[src/rtl/core/mer_pkg.sv]
`timescale 1ns / 1ps
// Shared types and constants for the midpoint ellipse rasterizer.
// No dependencies; used by mer_mac and midpoint_ellipse_rasterizer.
package mer_pkg;

	// Fixed field widths of the register and result interfaces
	localparam int CFG_AXIS_W = 10;
	localparam int CENTER_W   = 11;
	localparam int COORD_W    = 12;

	// Register port geometry
	localparam int APB_AW     = 4;
	localparam int APB_DW     = 32;
	localparam int CFG_IDX_W  = 2;

	// Register indexes (byte address / 4)
	localparam logic [CFG_IDX_W-1:0] REG_SEMI_A   = 2'd0;
	localparam logic [CFG_IDX_W-1:0] REG_SEMI_B   = 2'd1;
	localparam logic [CFG_IDX_W-1:0] REG_CENTER_X = 2'd2;
	localparam logic [CFG_IDX_W-1:0] REG_CENTER_Y = 2'd3;

	// Accumulator operation applied to the previous product
	typedef enum logic [1:0] {
		ACC_HOLD,
		ACC_LOAD,
		ACC_ADD4,
		ACC_SUB4
	} acc_op_t;

	// Sequencer command to the multiply-accumulate unit
	typedef struct packed {
		logic    issue;
		acc_op_t acc_op;
	} mac_ctrl_t;

endpackage

[src/rtl/core/midpoint_ellipse_rasterizer.sv]
`timescale 1ns / 1ps
// Top level of the midpoint ellipse rasterizer: register port, walk sequencer, result register.
// Depends on mer_pkg and mer_mac.
//
//   channel | direction | signals                                   | transfer
//   in      | to block  | in_valid, in_stall, restart               | in_valid & !in_stall
//   out     | from block| out_valid, out_stall, x_right .. no_point | out_valid & !out_stall
//   cfg     | to block  | psel, penable, pwrite, paddr, pwdata      | psel & penable & pwrite
//
// An advance item moves from idle to the step state; there the result register loads the current point
// and the step adder advances the walk. A step that crosses into region two then runs tx, bt, ty, at, ab2, fin.
// A restart item runs the multiplier steps a*a, b*b, a*a*b and init before its step, and the region-two
// sequence as well when the a*a*b product is zero (zero a or zero b).
// The shared multiplier sets this order; in_stall is high whenever the sequencer is busy.
// A step waits while the result register is full and stalled. arst_n clears all walk state.
module midpoint_ellipse_rasterizer #(
	parameter int AXIS_BITS = 10
) (
	input  logic                                 clk,
	input  logic                                 arst_n,
	// item input
	input  logic                                 in_valid,
	output logic                                 in_stall,
	input  logic                                 restart,
	// result output
	output logic                                 out_valid,
	input  logic                                 out_stall,
	output logic signed [mer_pkg::COORD_W-1:0]   x_right,
	output logic signed [mer_pkg::COORD_W-1:0]   x_left,
	output logic signed [mer_pkg::COORD_W-1:0]   y_top,
	output logic signed [mer_pkg::COORD_W-1:0]   y_bottom,
	output logic                                 last_point,
	output logic                                 no_point,
	// register port
	input  logic                                 psel,
	input  logic                                 penable,
	input  logic                                 pwrite,
	input  logic [mer_pkg::APB_AW-1:0]           paddr,
	input  logic [mer_pkg::APB_DW-1:0]           pwdata,
	output logic [mer_pkg::APB_DW-1:0]           prdata,
	output logic                                 pready
);

	localparam int A   = AXIS_BITS;
	localparam int QW  = 2 * A;        // squared semi-axis
	localparam int OW  = 2 * A + 3;    // multiplier operand
	localparam int PW  = 2 * OW;       // product
	localparam int SW  = 3 * A + 3;    // step terms fx, fy
	localparam int DW  = 4 * A + 8;    // decision variable
	localparam int CW  = mer_pkg::COORD_W;

	typedef enum logic [3:0] {
		S_IDLE,
		S_AA,
		S_BB,
		S_AB,
		S_INIT,
		S_TX,
		S_BT,
		S_TY,
		S_AT,
		S_AB2,
		S_FIN,
		S_STEP
	} state_t;

	typedef enum logic [1:0] {
		PH_DONE,
		PH_R1,
		PH_R2
	} phase_t;

	// configuration
	logic [mer_pkg::CFG_AXIS_W-1:0]       semi_a_q;
	logic [mer_pkg::CFG_AXIS_W-1:0]       semi_b_q;
	logic signed [mer_pkg::CENTER_W-1:0]  center_x_q;
	logic signed [mer_pkg::CENTER_W-1:0]  center_y_q;

	// walk state
	state_t                state_q;
	phase_t                phase_q;
	logic                  emit_pending_q;
	logic [A-1:0]          x_q;
	logic [A-1:0]          y_q;
	logic signed [SW-1:0]  fx_q;
	logic signed [SW-1:0]  fy_q;
	logic signed [DW-1:0]  decision_q;
	logic [QW-1:0]         asq_q;
	logic [QW-1:0]         bsq_q;

	// result register
	logic                  out_valid_q;
	logic signed [CW-1:0]  x_right_q;
	logic signed [CW-1:0]  x_left_q;
	logic signed [CW-1:0]  y_top_q;
	logic signed [CW-1:0]  y_bottom_q;
	logic                  last_point_q;
	logic                  no_point_q;

	// multiplier interface
	mer_pkg::mac_ctrl_t    mac_ctrl;
	logic signed [OW-1:0]  mac_a;
	logic signed [OW-1:0]  mac_b;
	logic signed [PW-1:0]  mac_prod;
	logic signed [DW-1:0]  mac_acc;

	// step datapath
	logic [A-1:0]          a_w;
	logic [A-1:0]          b_w;
	logic signed [OW-1:0]  asq_o;
	logic signed [OW-1:0]  bsq_o;
	logic signed [OW-1:0]  prod_lo;
	logic signed [OW-1:0]  tx;
	logic signed [A+1:0]   ty;
	logic signed [SW-1:0]  asq2;
	logic signed [SW-1:0]  bsq2;
	logic signed [DW-1:0]  asq_d;
	logic signed [DW-1:0]  bsq_d;
	logic [A-1:0]          x_n;
	logic [A-1:0]          y_n;
	logic signed [SW-1:0]  fx_n;
	logic signed [SW-1:0]  fy_n;
	logic signed [DW-1:0]  d_n;
	logic                  walk_active;
	logic                  need_rc;
	logic                  last_n;
	logic                  slot_free;
	logic                  load_result;
	logic signed [CW-1:0]  cx;
	logic signed [CW-1:0]  cy;
	logic signed [CW-1:0]  px;
	logic signed [CW-1:0]  py;
	logic signed [DW-1:0]  init_d;
	logic                  cfg_wr;

	// ---------------------------------------------------------------- register port
	assign pready = 1'b1;
	assign cfg_wr = psel & penable & pwrite;

	// Write the addressed register
	always_ff @(posedge clk or negedge arst_n) begin
		if (!arst_n) begin
			semi_a_q   <= '0;
			semi_b_q   <= '0;
			center_x_q <= '0;
			center_y_q <= '0;
		end else if (cfg_wr) begin
			unique case (paddr[3:2])
				mer_pkg::REG_SEMI_A:   semi_a_q   <= pwdata[mer_pkg::CFG_AXIS_W-1:0];
				mer_pkg::REG_SEMI_B:   semi_b_q   <= pwdata[mer_pkg::CFG_AXIS_W-1:0];
				mer_pkg::REG_CENTER_X: center_x_q <= pwdata[mer_pkg::CENTER_W-1:0];
				mer_pkg::REG_CENTER_Y: center_y_q <= pwdata[mer_pkg::CENTER_W-1:0];
				default: ;
			endcase
		end
	end

	// Read back the addressed register
	always_comb begin
		unique case (paddr[3:2])
			mer_pkg::REG_SEMI_A:   prdata = mer_pkg::APB_DW'(semi_a_q);
			mer_pkg::REG_SEMI_B:   prdata = mer_pkg::APB_DW'(semi_b_q);
			mer_pkg::REG_CENTER_X: prdata = mer_pkg::APB_DW'(center_x_q);
			mer_pkg::REG_CENTER_Y: prdata = mer_pkg::APB_DW'(center_y_q);
			default:               prdata = '0;
		endcase
	end

	// ---------------------------------------------------------------- operands
	assign a_w     = A'(semi_a_q);
	assign b_w     = A'(semi_b_q);
	assign asq_o   = OW'(asq_q);
	assign bsq_o   = OW'(bsq_q);
	assign prod_lo = OW'(mac_prod);
	assign tx      = OW'({x_q, 1'b1});
	assign ty      = $signed({2'b00, y_q}) - (A+2)'(1);
	assign asq2    = SW'(asq_q) <<< 1;
	assign bsq2    = SW'(bsq_q) <<< 1;
	assign asq_d   = DW'(asq_q);
	assign bsq_d   = DW'(bsq_q);

	// Initial decision from the a*a*b product
	assign init_d = (bsq_d <<< 2) - (DW'(mac_prod) <<< 2) + asq_d;

	// Drive the shared multiplier from the sequencer state
	always_comb begin
		mac_ctrl.issue  = 1'b0;
		mac_ctrl.acc_op = mer_pkg::ACC_HOLD;
		mac_a           = '0;
		mac_b           = '0;
		unique case (state_q)
			S_AA: begin
				mac_ctrl.issue = 1'b1;
				mac_a          = OW'(a_w);
				mac_b          = OW'(a_w);
			end
			S_BB: begin
				mac_ctrl.issue = 1'b1;
				mac_a          = OW'(b_w);
				mac_b          = OW'(b_w);
			end
			S_AB: begin
				mac_ctrl.issue = 1'b1;
				mac_a          = asq_o;
				mac_b          = OW'(b_w);
			end
			S_TX: begin
				mac_ctrl.issue = 1'b1;
				mac_a          = tx;
				mac_b          = tx;
			end
			S_BT: begin
				mac_ctrl.issue = 1'b1;
				mac_a          = bsq_o;
				mac_b          = prod_lo;
			end
			S_TY: begin
				mac_ctrl.issue  = 1'b1;
				mac_ctrl.acc_op = mer_pkg::ACC_LOAD;
				mac_a           = OW'(ty);
				mac_b           = OW'(ty);
			end
			S_AT: begin
				mac_ctrl.issue = 1'b1;
				mac_a          = asq_o;
				mac_b          = prod_lo;
			end
			S_AB2: begin
				mac_ctrl.issue  = 1'b1;
				mac_ctrl.acc_op = mer_pkg::ACC_ADD4;
				mac_a           = asq_o;
				mac_b           = bsq_o;
			end
			S_FIN: begin
				mac_ctrl.acc_op = mer_pkg::ACC_SUB4;
			end
			default: ;
		endcase
	end

	mer_mac #(
		.OP_W  (OW),
		.ACC_W (DW)
	) u_mac (
		.clk      (clk),
		.ctrl     (mac_ctrl),
		.op_a     (mac_a),
		.op_b     (mac_b),
		.prod     (mac_prod),
		.acc_next (mac_acc)
	);

	// ---------------------------------------------------------------- step adder
	// Advance one point in the current region
	always_comb begin
		x_n  = x_q;
		y_n  = y_q;
		fx_n = fx_q;
		fy_n = fy_q;
		d_n  = decision_q;
		if (phase_q == PH_R1) begin
			x_n  = x_q + A'(1);
			fx_n = fx_q + bsq2;
			if (decision_q[DW-1]) begin
				d_n = decision_q + ((bsq_d + DW'(fx_n)) <<< 2);
			end else begin
				y_n  = y_q - A'(1);
				fy_n = fy_q - asq2;
				d_n  = decision_q + ((bsq_d + DW'(fx_n) - DW'(fy_n)) <<< 2);
			end
		end else if (phase_q == PH_R2) begin
			y_n  = y_q - A'(1);
			fy_n = fy_q - asq2;
			if (!decision_q[DW-1]) begin
				d_n = decision_q + ((asq_d - DW'(fy_n)) <<< 2);
			end else begin
				x_n  = x_q + A'(1);
				fx_n = fx_q + bsq2;
				d_n  = decision_q + ((asq_d - DW'(fy_n) + DW'(fx_n)) <<< 2);
			end
		end
	end

	assign walk_active = (phase_q == PH_R1) || (phase_q == PH_R2);
	assign need_rc     = (phase_q == PH_R1) && !(fx_n < fy_n);
	assign last_n      = (need_rc || (phase_q == PH_R2)) && (y_n == '0);

	// Mirror the current point about the centre
	assign cx = CW'(center_x_q);
	assign cy = CW'(center_y_q);
	assign px = CW'(x_q);
	assign py = CW'(y_q);

	assign slot_free   = !out_valid_q || !out_stall;
	assign load_result = (state_q == S_STEP) && slot_free;
	assign in_stall    = (state_q != S_IDLE);

	// ---------------------------------------------------------------- sequencer
	always_ff @(posedge clk or negedge arst_n) begin
		if (!arst_n) begin
			state_q        <= S_IDLE;
			phase_q        <= PH_DONE;
			emit_pending_q <= 1'b0;
			x_q            <= '0;
			y_q            <= '0;
			fx_q           <= '0;
			fy_q           <= '0;
			decision_q     <= '0;
			asq_q          <= '0;
			bsq_q          <= '0;
			out_valid_q    <= 1'b0;
			x_right_q      <= '0;
			x_left_q       <= '0;
			y_top_q        <= '0;
			y_bottom_q     <= '0;
			last_point_q   <= 1'b0;
			no_point_q     <= 1'b0;
		end else begin
			// drop the result once taken, unless a new one replaces it
			if (out_valid_q && !out_stall && !load_result) begin
				out_valid_q <= 1'b0;
			end
			unique case (state_q)
				S_IDLE: begin
					if (in_valid) begin
						state_q <= restart ? S_AA : S_STEP;
					end
				end
				S_AA: state_q <= S_BB;
				S_BB: begin
					asq_q   <= QW'(mac_prod);
					state_q <= S_AB;
				end
				S_AB: begin
					bsq_q   <= QW'(mac_prod);
					state_q <= S_INIT;
				end
				S_INIT: begin
					// load the start of region one
					x_q            <= '0;
					y_q            <= b_w;
					fx_q           <= '0;
					fy_q           <= SW'(mac_prod) <<< 1;
					decision_q     <= init_d;
					phase_q        <= PH_R1;
					emit_pending_q <= 1'b1;
					state_q        <= (mac_prod == '0) ? S_TX : S_STEP;
				end
				S_TX:  state_q <= S_BT;
				S_BT:  state_q <= S_TY;
				S_TY:  state_q <= S_AT;
				S_AT:  state_q <= S_AB2;
				S_AB2: state_q <= S_FIN;
				S_FIN: begin
					// enter region two, or finish if no row is left
					decision_q <= mac_acc;
					phase_q    <= (y_q == '0) ? PH_DONE : PH_R2;
					state_q    <= emit_pending_q ? S_STEP : S_IDLE;
				end
				S_STEP: begin
					if (slot_free) begin
						out_valid_q    <= 1'b1;
						emit_pending_q <= 1'b0;
						if (walk_active) begin
							x_right_q    <= cx + px;
							x_left_q     <= cx - px;
							y_top_q      <= cy + py;
							y_bottom_q   <= cy - py;
							last_point_q <= last_n;
							no_point_q   <= 1'b0;
							x_q          <= x_n;
							y_q          <= y_n;
							fx_q         <= fx_n;
							fy_q         <= fy_n;
							decision_q   <= d_n;
							if (need_rc) begin
								state_q <= S_TX;
							end else begin
								if ((phase_q == PH_R2) && (y_n == '0)) begin
									phase_q <= PH_DONE;
								end
								state_q <= S_IDLE;
							end
						end else begin
							x_right_q    <= '0;
							x_left_q     <= '0;
							y_top_q      <= '0;
							y_bottom_q   <= '0;
							last_point_q <= 1'b0;
							no_point_q   <= 1'b1;
							phase_q      <= PH_DONE;
							state_q      <= S_IDLE;
						end
					end
				end
				default: state_q <= S_IDLE;
			endcase
		end
	end

	assign out_valid  = out_valid_q;
	assign x_right    = x_right_q;
	assign x_left     = x_left_q;
	assign y_top      = y_top_q;
	assign y_bottom   = y_bottom_q;
	assign last_point = last_point_q;
	assign no_point   = no_point_q;

	// ---------------------------------------------------------------- checks
	// At rest, region one always has its step terms ordered
	a_r1_order: assert property (@(posedge clk) disable iff (!arst_n)
		(state_q == S_IDLE) && (phase_q == PH_R1) |-> (fx_q < fy_q))
		else $error("region one at rest with fx not below fy");

	// At rest, region two always has a row left to plot
	a_r2_row: assert property (@(posedge clk) disable iff (!arst_n)
		(state_q == S_IDLE) && (phase_q == PH_R2) |-> (y_q != '0))
		else $error("region two at rest with y at zero");

	// A result appears only from the step state
	a_out_src: assert property (@(posedge clk) disable iff (!arst_n)
		$rose(out_valid_q) |-> ($past(state_q) == S_STEP))
		else $error("result loaded outside the step state");

	// An empty result never marks a last point
	a_nopt: assert property (@(posedge clk) disable iff (!arst_n)
		out_valid_q && no_point_q |-> !last_point_q && (x_right_q == '0))
		else $error("empty result carries point data");

endmodule

[src/rtl/core/mer_mac.sv]
`timescale 1ns / 1ps
// Shared signed multiply-accumulate unit of the ellipse rasterizer.
// Depends on mer_pkg for the command struct and accumulator codes.
module mer_mac #(
	parameter int OP_W  = 23,
	parameter int ACC_W = 48
) (
	input  logic                    clk,
	input  mer_pkg::mac_ctrl_t      ctrl,
	input  logic signed [OP_W-1:0]  op_a,
	input  logic signed [OP_W-1:0]  op_b,
	output logic signed [2*OP_W-1:0] prod,
	output logic signed [ACC_W-1:0] acc_next
);

	localparam int PW = 2 * OP_W;

	logic signed [PW-1:0]    prod_q;
	logic signed [ACC_W-1:0] acc_q;
	logic signed [ACC_W-1:0] prod_x4;

	// Scale the held product by four for the decision terms
	assign prod_x4 = ACC_W'(prod_q) <<< 2;
	assign prod    = prod_q;

	// Fold the previous product into the accumulator
	always_comb begin
		unique case (ctrl.acc_op)
			mer_pkg::ACC_LOAD: acc_next = ACC_W'(prod_q);
			mer_pkg::ACC_ADD4: acc_next = acc_q + prod_x4;
			mer_pkg::ACC_SUB4: acc_next = acc_q - prod_x4;
			default:           acc_next = acc_q;
		endcase
	end

	// Register the product and the running sum
	always_ff @(posedge clk) begin
		if (ctrl.issue) begin
			prod_q <= op_a * op_b;
		end
		acc_q <= acc_next;
	end

endmodule

[config.mk]
export PLATFORM = sky130hd
export DESIGN_NAME = midpoint_ellipse_rasterizer
export DESIGN_NICKNAME = d
export VERILOG_FILES = /design/src/rtl/core/mer_pkg.sv /design/src/rtl/core/midpoint_ellipse_rasterizer.sv /design/src/rtl/core/mer_mac.sv
export SDC_FILE = /design/constraint.sdc
export NUM_CORES = 2
export LEC_CHECK = 0
export CORE_UTILIZATION = 45
export DETAILED_ROUTE_END_ITERATION = 16
export DONT_BUFFER_PORTS = 1
export PLACE_DENSITY = 0.63
export SLEW_MARGIN = 20
export SYNTH_ARGS = -nofsm -noshare
export SYNTH_HDL_FRONTEND = slang
export SYNTH_HIERARCHICAL = 1
export SYNTH_SLANG_ARGS = --single-unit
[constraint.sdc]
create_clock -name clk -period 14.06 [get_ports clk]
set_clock_uncertainty 0.1 [all_clocks]
set_input_delay 2.109 -clock clk [delete_from_list [all_inputs] [get_ports clk]]
set_output_delay 2.109 -clock clk [all_outputs]
set_load 0.05 [all_outputs]
; Word level (Yosys, flattened, before mapping)
; Index checks and enable logic that the tools add are counted.
[word_totals]
output_inout_bits = 85
word_cells = 172
inputBits = 44
regBits = 368
[op_classes]
n_addsub = 21
mux = 62
reduce_logical = 36
eq_ne = 26
order_cmp = 1
multipliers = 1
bitwise_logic = 2
[ops]
columns = operator, count
row1 = $mux 33, 10
row2 = $mux 48, 6
row3 = $pmux 48 s3, 2
row4 = $pmux 23 s6, 2
row5 = $pmux 33 s2, 2
row6 = $pmux 32 s4, 1
row7 = $mux 10, 10
row8 = $add 48x36->48, 2
row9 = $add 48x37->48, 2
row10 = $add 48x21->48, 1
row11 = $add 48x48->48, 1
row12 = $mux 12, 4
row13 = $pmux 4 s12, 1
row14 = $sub 23x48->48, 1
row15 = $sub 48x48->48, 1
row16 = $logic_not 46->1, 1
row17 = $mul 23x23->46, 1
row18 = $pmux 10 s2, 2
row19 = $add 34x33->35, 1
row20 = $sub 34x33->35, 1
row21 = $add 21x33->34, 1
row22 = $sub 21x33->34, 1
row23 = $add 33x22->33, 1
row24 = $lt 33x33->1, 1
row25 = 38 further kinds, 93

; Depth between registers and ports, before layout
[logic_depth]
ltp_word = 11
mapped_depth = 47
ltp_nobuf = 47

; Cells and area by module
; The synthesis kept the hierarchy.
[modules_own_cells]
columns = mod, instances, cells_per_inst, area_per_inst_um2
row1 = midpoint_ellipse_rasterizer, 1, 3687, 29543.3
row2 = mer_mac, 1, 2942, 26511.7

; Worst setup path after synthesis
; Ideal clock, no wire load.
[synth_timing]
kind = reg2reg
startpoint = register y_q[1]
endpoint = register u_mac.prod_q[45], in the netlist u_mac/prod[45] (data pin)
setup_time_ps = 260
required_time_ps = 13700
t_arrival_ps = 9086
n_path_buf = 3
setup_slack_ps = 4614
path_stages_with_launch = 34
period_less_slack_ps = 9446
cell_sequence = dfrtp_1 > inv_1 > ha_1 > nand2_1 > nor2_1 > nand3_1 > or3_1 > clkbuf_1 > nor4_1 > clkbuf_1 > clkbuf_1 > nand2_1 > inv_1 > fa_1 > fa_1 > inv_1 > fa_1 > inv_1 > fa_1 > fa_1 > fa_1 > inv_1 > fa_1 > inv_1 > ha_1 > nand4_1 > nor2_1 > nor4b_1 > nor3_1 > o31ai_1 > a211oi_1 > o21ai_0 > a21oi_1 > xnor2_1
[synth_via]
elab_chain_len = 3
elab_cells_between_ends = 4
cone_classes = add/sub (1) / mul (1) / mux (2)
[synth_rtl]
columns = item, line
row1 = start: declaration, midpoint_ellipse_rasterizer.sv:84  ; logic [A-1:0] y_q;
row2 = start signal: assignment, midpoint_ellipse_rasterizer.sv:341  ; y_q <= b_w;
row3 = start signal: assignment, midpoint_ellipse_rasterizer.sv:372  ; y_q <= y_n;
row4 = $sub 10x1->11, midpoint_ellipse_rasterizer.sv:176  ; assign ty = $signed({2'b00, y_q}) - (A+2)'(1);
row5 = $pmux 23 s6, midpoint_ellipse_rasterizer.sv:191  ; unique case (state_q)
row6 = via mac_a[20], midpoint_ellipse_rasterizer.sv:102  ; logic signed [OW-1:0] mac_a;
row7 = $mul 23x23->46, mer_mac.sv:39  ; prod_q <= op_a * op_b;
row8 = end signal: assignment, mer_mac.sv:39
row9 = end: declaration, mer_mac.sv:18  ; logic signed [PW-1:0] prod_q;
; The timed path passes the listed nets, and every way through them passes these cells.
; A chain may end at the register's enable or synchronous reset.

; Worst setup path in the final report
[layout_timing]
startpoint = register y_q[1]
endpoint = register u_mac.prod_q[45], in the netlist u_mac/prod[45] (data pin)
[layout_via]
elab_chain_len = 3
elab_cells_between_ends = 4
cone_classes = add/sub (1) / mul (1) / mux (2)
[layout_rtl]
columns = item, line
row1 = $sub 10x1->11, midpoint_ellipse_rasterizer.sv:176
row2 = $pmux 23 s6, midpoint_ellipse_rasterizer.sv:191
row3 = via mac_b[15], midpoint_ellipse_rasterizer.sv:103  ; logic signed [OW-1:0] mac_b;
row4 = $mul 23x23->46, mer_mac.sv:39
; The timed path passes the listed nets, and every way through them passes these cells.

==> metrics.cfg <==
[yosys]
synth_cells = 6622
synthesis.area_um2 = 56000
yosysWarnings = 6
synth.avg_cell_area_um2 = 8.46

[worst_setup_path]
end_kind = flop
critical_path_arrival_ps = 11510
crit_path_start_kind = flop
worstPathRequired_ps = 14320
critPathSlowestCell = nor3_1
crit_fanout = 80
critical_path.max_stage_delay_ps = 790
setup.worst_path.class = flop to flop

[sta]
fin_crit_sh = 0.800
max_freq_ghz = 0.0889
setup_viol = 0
tns_ps = 0
worst_slack_ps = 2810
hold_slack_ps = 388
max_slew_margin = 0.130
worst_slew_pin_slew_ps = 1300
min_period_ps = 11250
finalHoldViolCount = 0
rsz0062_at_grt = no
slew_violations = 0

[floorplan]
initial_core_util = 0.453
die-area_um2 = 126000
design.core.area_um2 = 124000
rows = 129
die_width_um = 355
io_pins = 129
die-height_um = 355

[grt]
grt_pass1_vias = 46400
grt_pass1_wl_um = 263000
gr-total-overflow = 0
grt_usage = 0.266
antenna_found_initial = 1
grt_max_degree = 269

[finish]
syn2layout_area_growth_pct = 5.45
seq_area_um2 = 9010
multi_input_area_um2 = 42700
nets = 7532
n_fill_cell = 12100
final_cell_area_um2 = 59000
diodes = 0
drive_above_1_share = 0.0505

[place]
pre_cts_slack_ps = 3030
portBuffers = 0
placed_area_um2 = 57500
finalWeightedCongestion = 0.966
post-dp-hpwl_um = 134000

[clock_network]
cts_tree = yes
cts-resized-gates = 0
clkTransAtPathRegs_ps = 60
cts_buffer_depth = 3
cts.sinks = 360
insertion_delay_ps = 630
clock-root-buffer = clkbuf_16
htree_levels = 2
cts_setup_buffers = 0
cts_hold_buf = 0
numCtsBuffers = 42

[routing]
avgRoutedWirePerCell_um = 20.8
drt_iter0_markers = 3881
drcViolationCount = 0
ant_nets = 0
vias = 47000
first_pass_iters = 9
routed_wirelength_um = 169000
via_per_inst = 5.80

[outcome]
outcome = finished, final reports clean

[run]
max-cap-violations = 0

[hold_path]
hold_class = flop to flop

## through the flow
step | instances | utilization
detailed placement | 8033 | 0.465
global placement | 8033 | 0.465
global route | 8109 | 0.478
finish | 8109 | 0.478
CTS | 8109 | 0.477
floorplan | 6623 | -
## layout by cell type, fill, tap and decap left out, types with 59 or more instances in the layout
master and instances:
nand3_1 76, a21oi_1 395, nand2b_1 67, o21ai_0 383
fa_1 593, xor2_1 147, mux2i_1 64, ha_1 454
and2_1 270, buf_4 84, a21o_1 155, xnor2_1 295
nor3_1 92, dfrtp_1 267, o21a_1 59, inv_1 830
nor2_1 381, nand2_1 783
## path summary, 6_finish.rpt
kind	startpoint	end	slack (ps)	cells past startpoint
worst min register to register	decision_q[6]	decision_q[6]	390	2
min in group asynchronous	arst_n	fx_q[32]	1150	0
max in group asynchronous	arst_n	fy_q[21]	11690	0
worst min-delay path	decision_q[6]	decision_q[6]	390	2
worst max register to register	y_q[1]	u_mac/prod[45]	2810	35
worst max-delay path	y_q[1]	u_mac/prod[45]	2810	35
## area by class of cell
class,count,share of cell area
clock buffers,52,0.0189
well taps,1637,0.0347
clock inverters,24,0.00657
multi-input cells,5117,0.723
repair buffers,85,0.0111
flip-flops and latches,360,0.153
inverters,834,0.0530
## metal layers
| metal | track usage | vias to the layer above | routed length [um] | share of wire |
|---|---|---|---|---|
| li1 | - | 21900 | - | - |
| met1 | 0.376 | 23400 | 75800 | 0.45 |
| met2 | 0.431 | 1484 | 77400 | 0.46 |
| met3 | 0.0303 | 212 | 10600 | 0.063 |
| met4 | 0.0708 | 2 | 4610 | 0.027 |
| met5 | 0 | - | 19 | 0.00011 |
## flip-flops by register name, summed over array words and instances (netlist names), 2 cells and up
| register | flops |
|---|---|
| a_w | 10 |
| asq_q | 20 |
| b_w | 10 |
| bsq_q | 20 |
| center_x_q | 11 |
| center_y_q | 11 |
| decision_q | 46 |
| fx_q | 32 |
| fy_q | 32 |
| phase_q | 2 |
| state_q | 4 |
| u_mac/acc_q | 46 |
| u_mac/prod | 46 |
| x_left | 11 |
| x_q | 10 |
| x_right | 12 |
| y_bottom | 11 |
| y_q | 10 |
| y_top | 12 |
## critical path: cells and delay by family (launching register included)
| kind | cells | cell delay [ps] |
|---|---|---|
| fa+ha+maj | 9 | 3990 |
| simple gates | 9 | 2740 |
| compound gates | 7 | 1860 |
| buf+inv | 9 | 1670 |
| flops | 1 | 440 |
| xor+xnor | 1 | 110 |
Power is not shown: default switching activity piles up to over one toggle a cycle in this logic, so the estimate is an artifact.
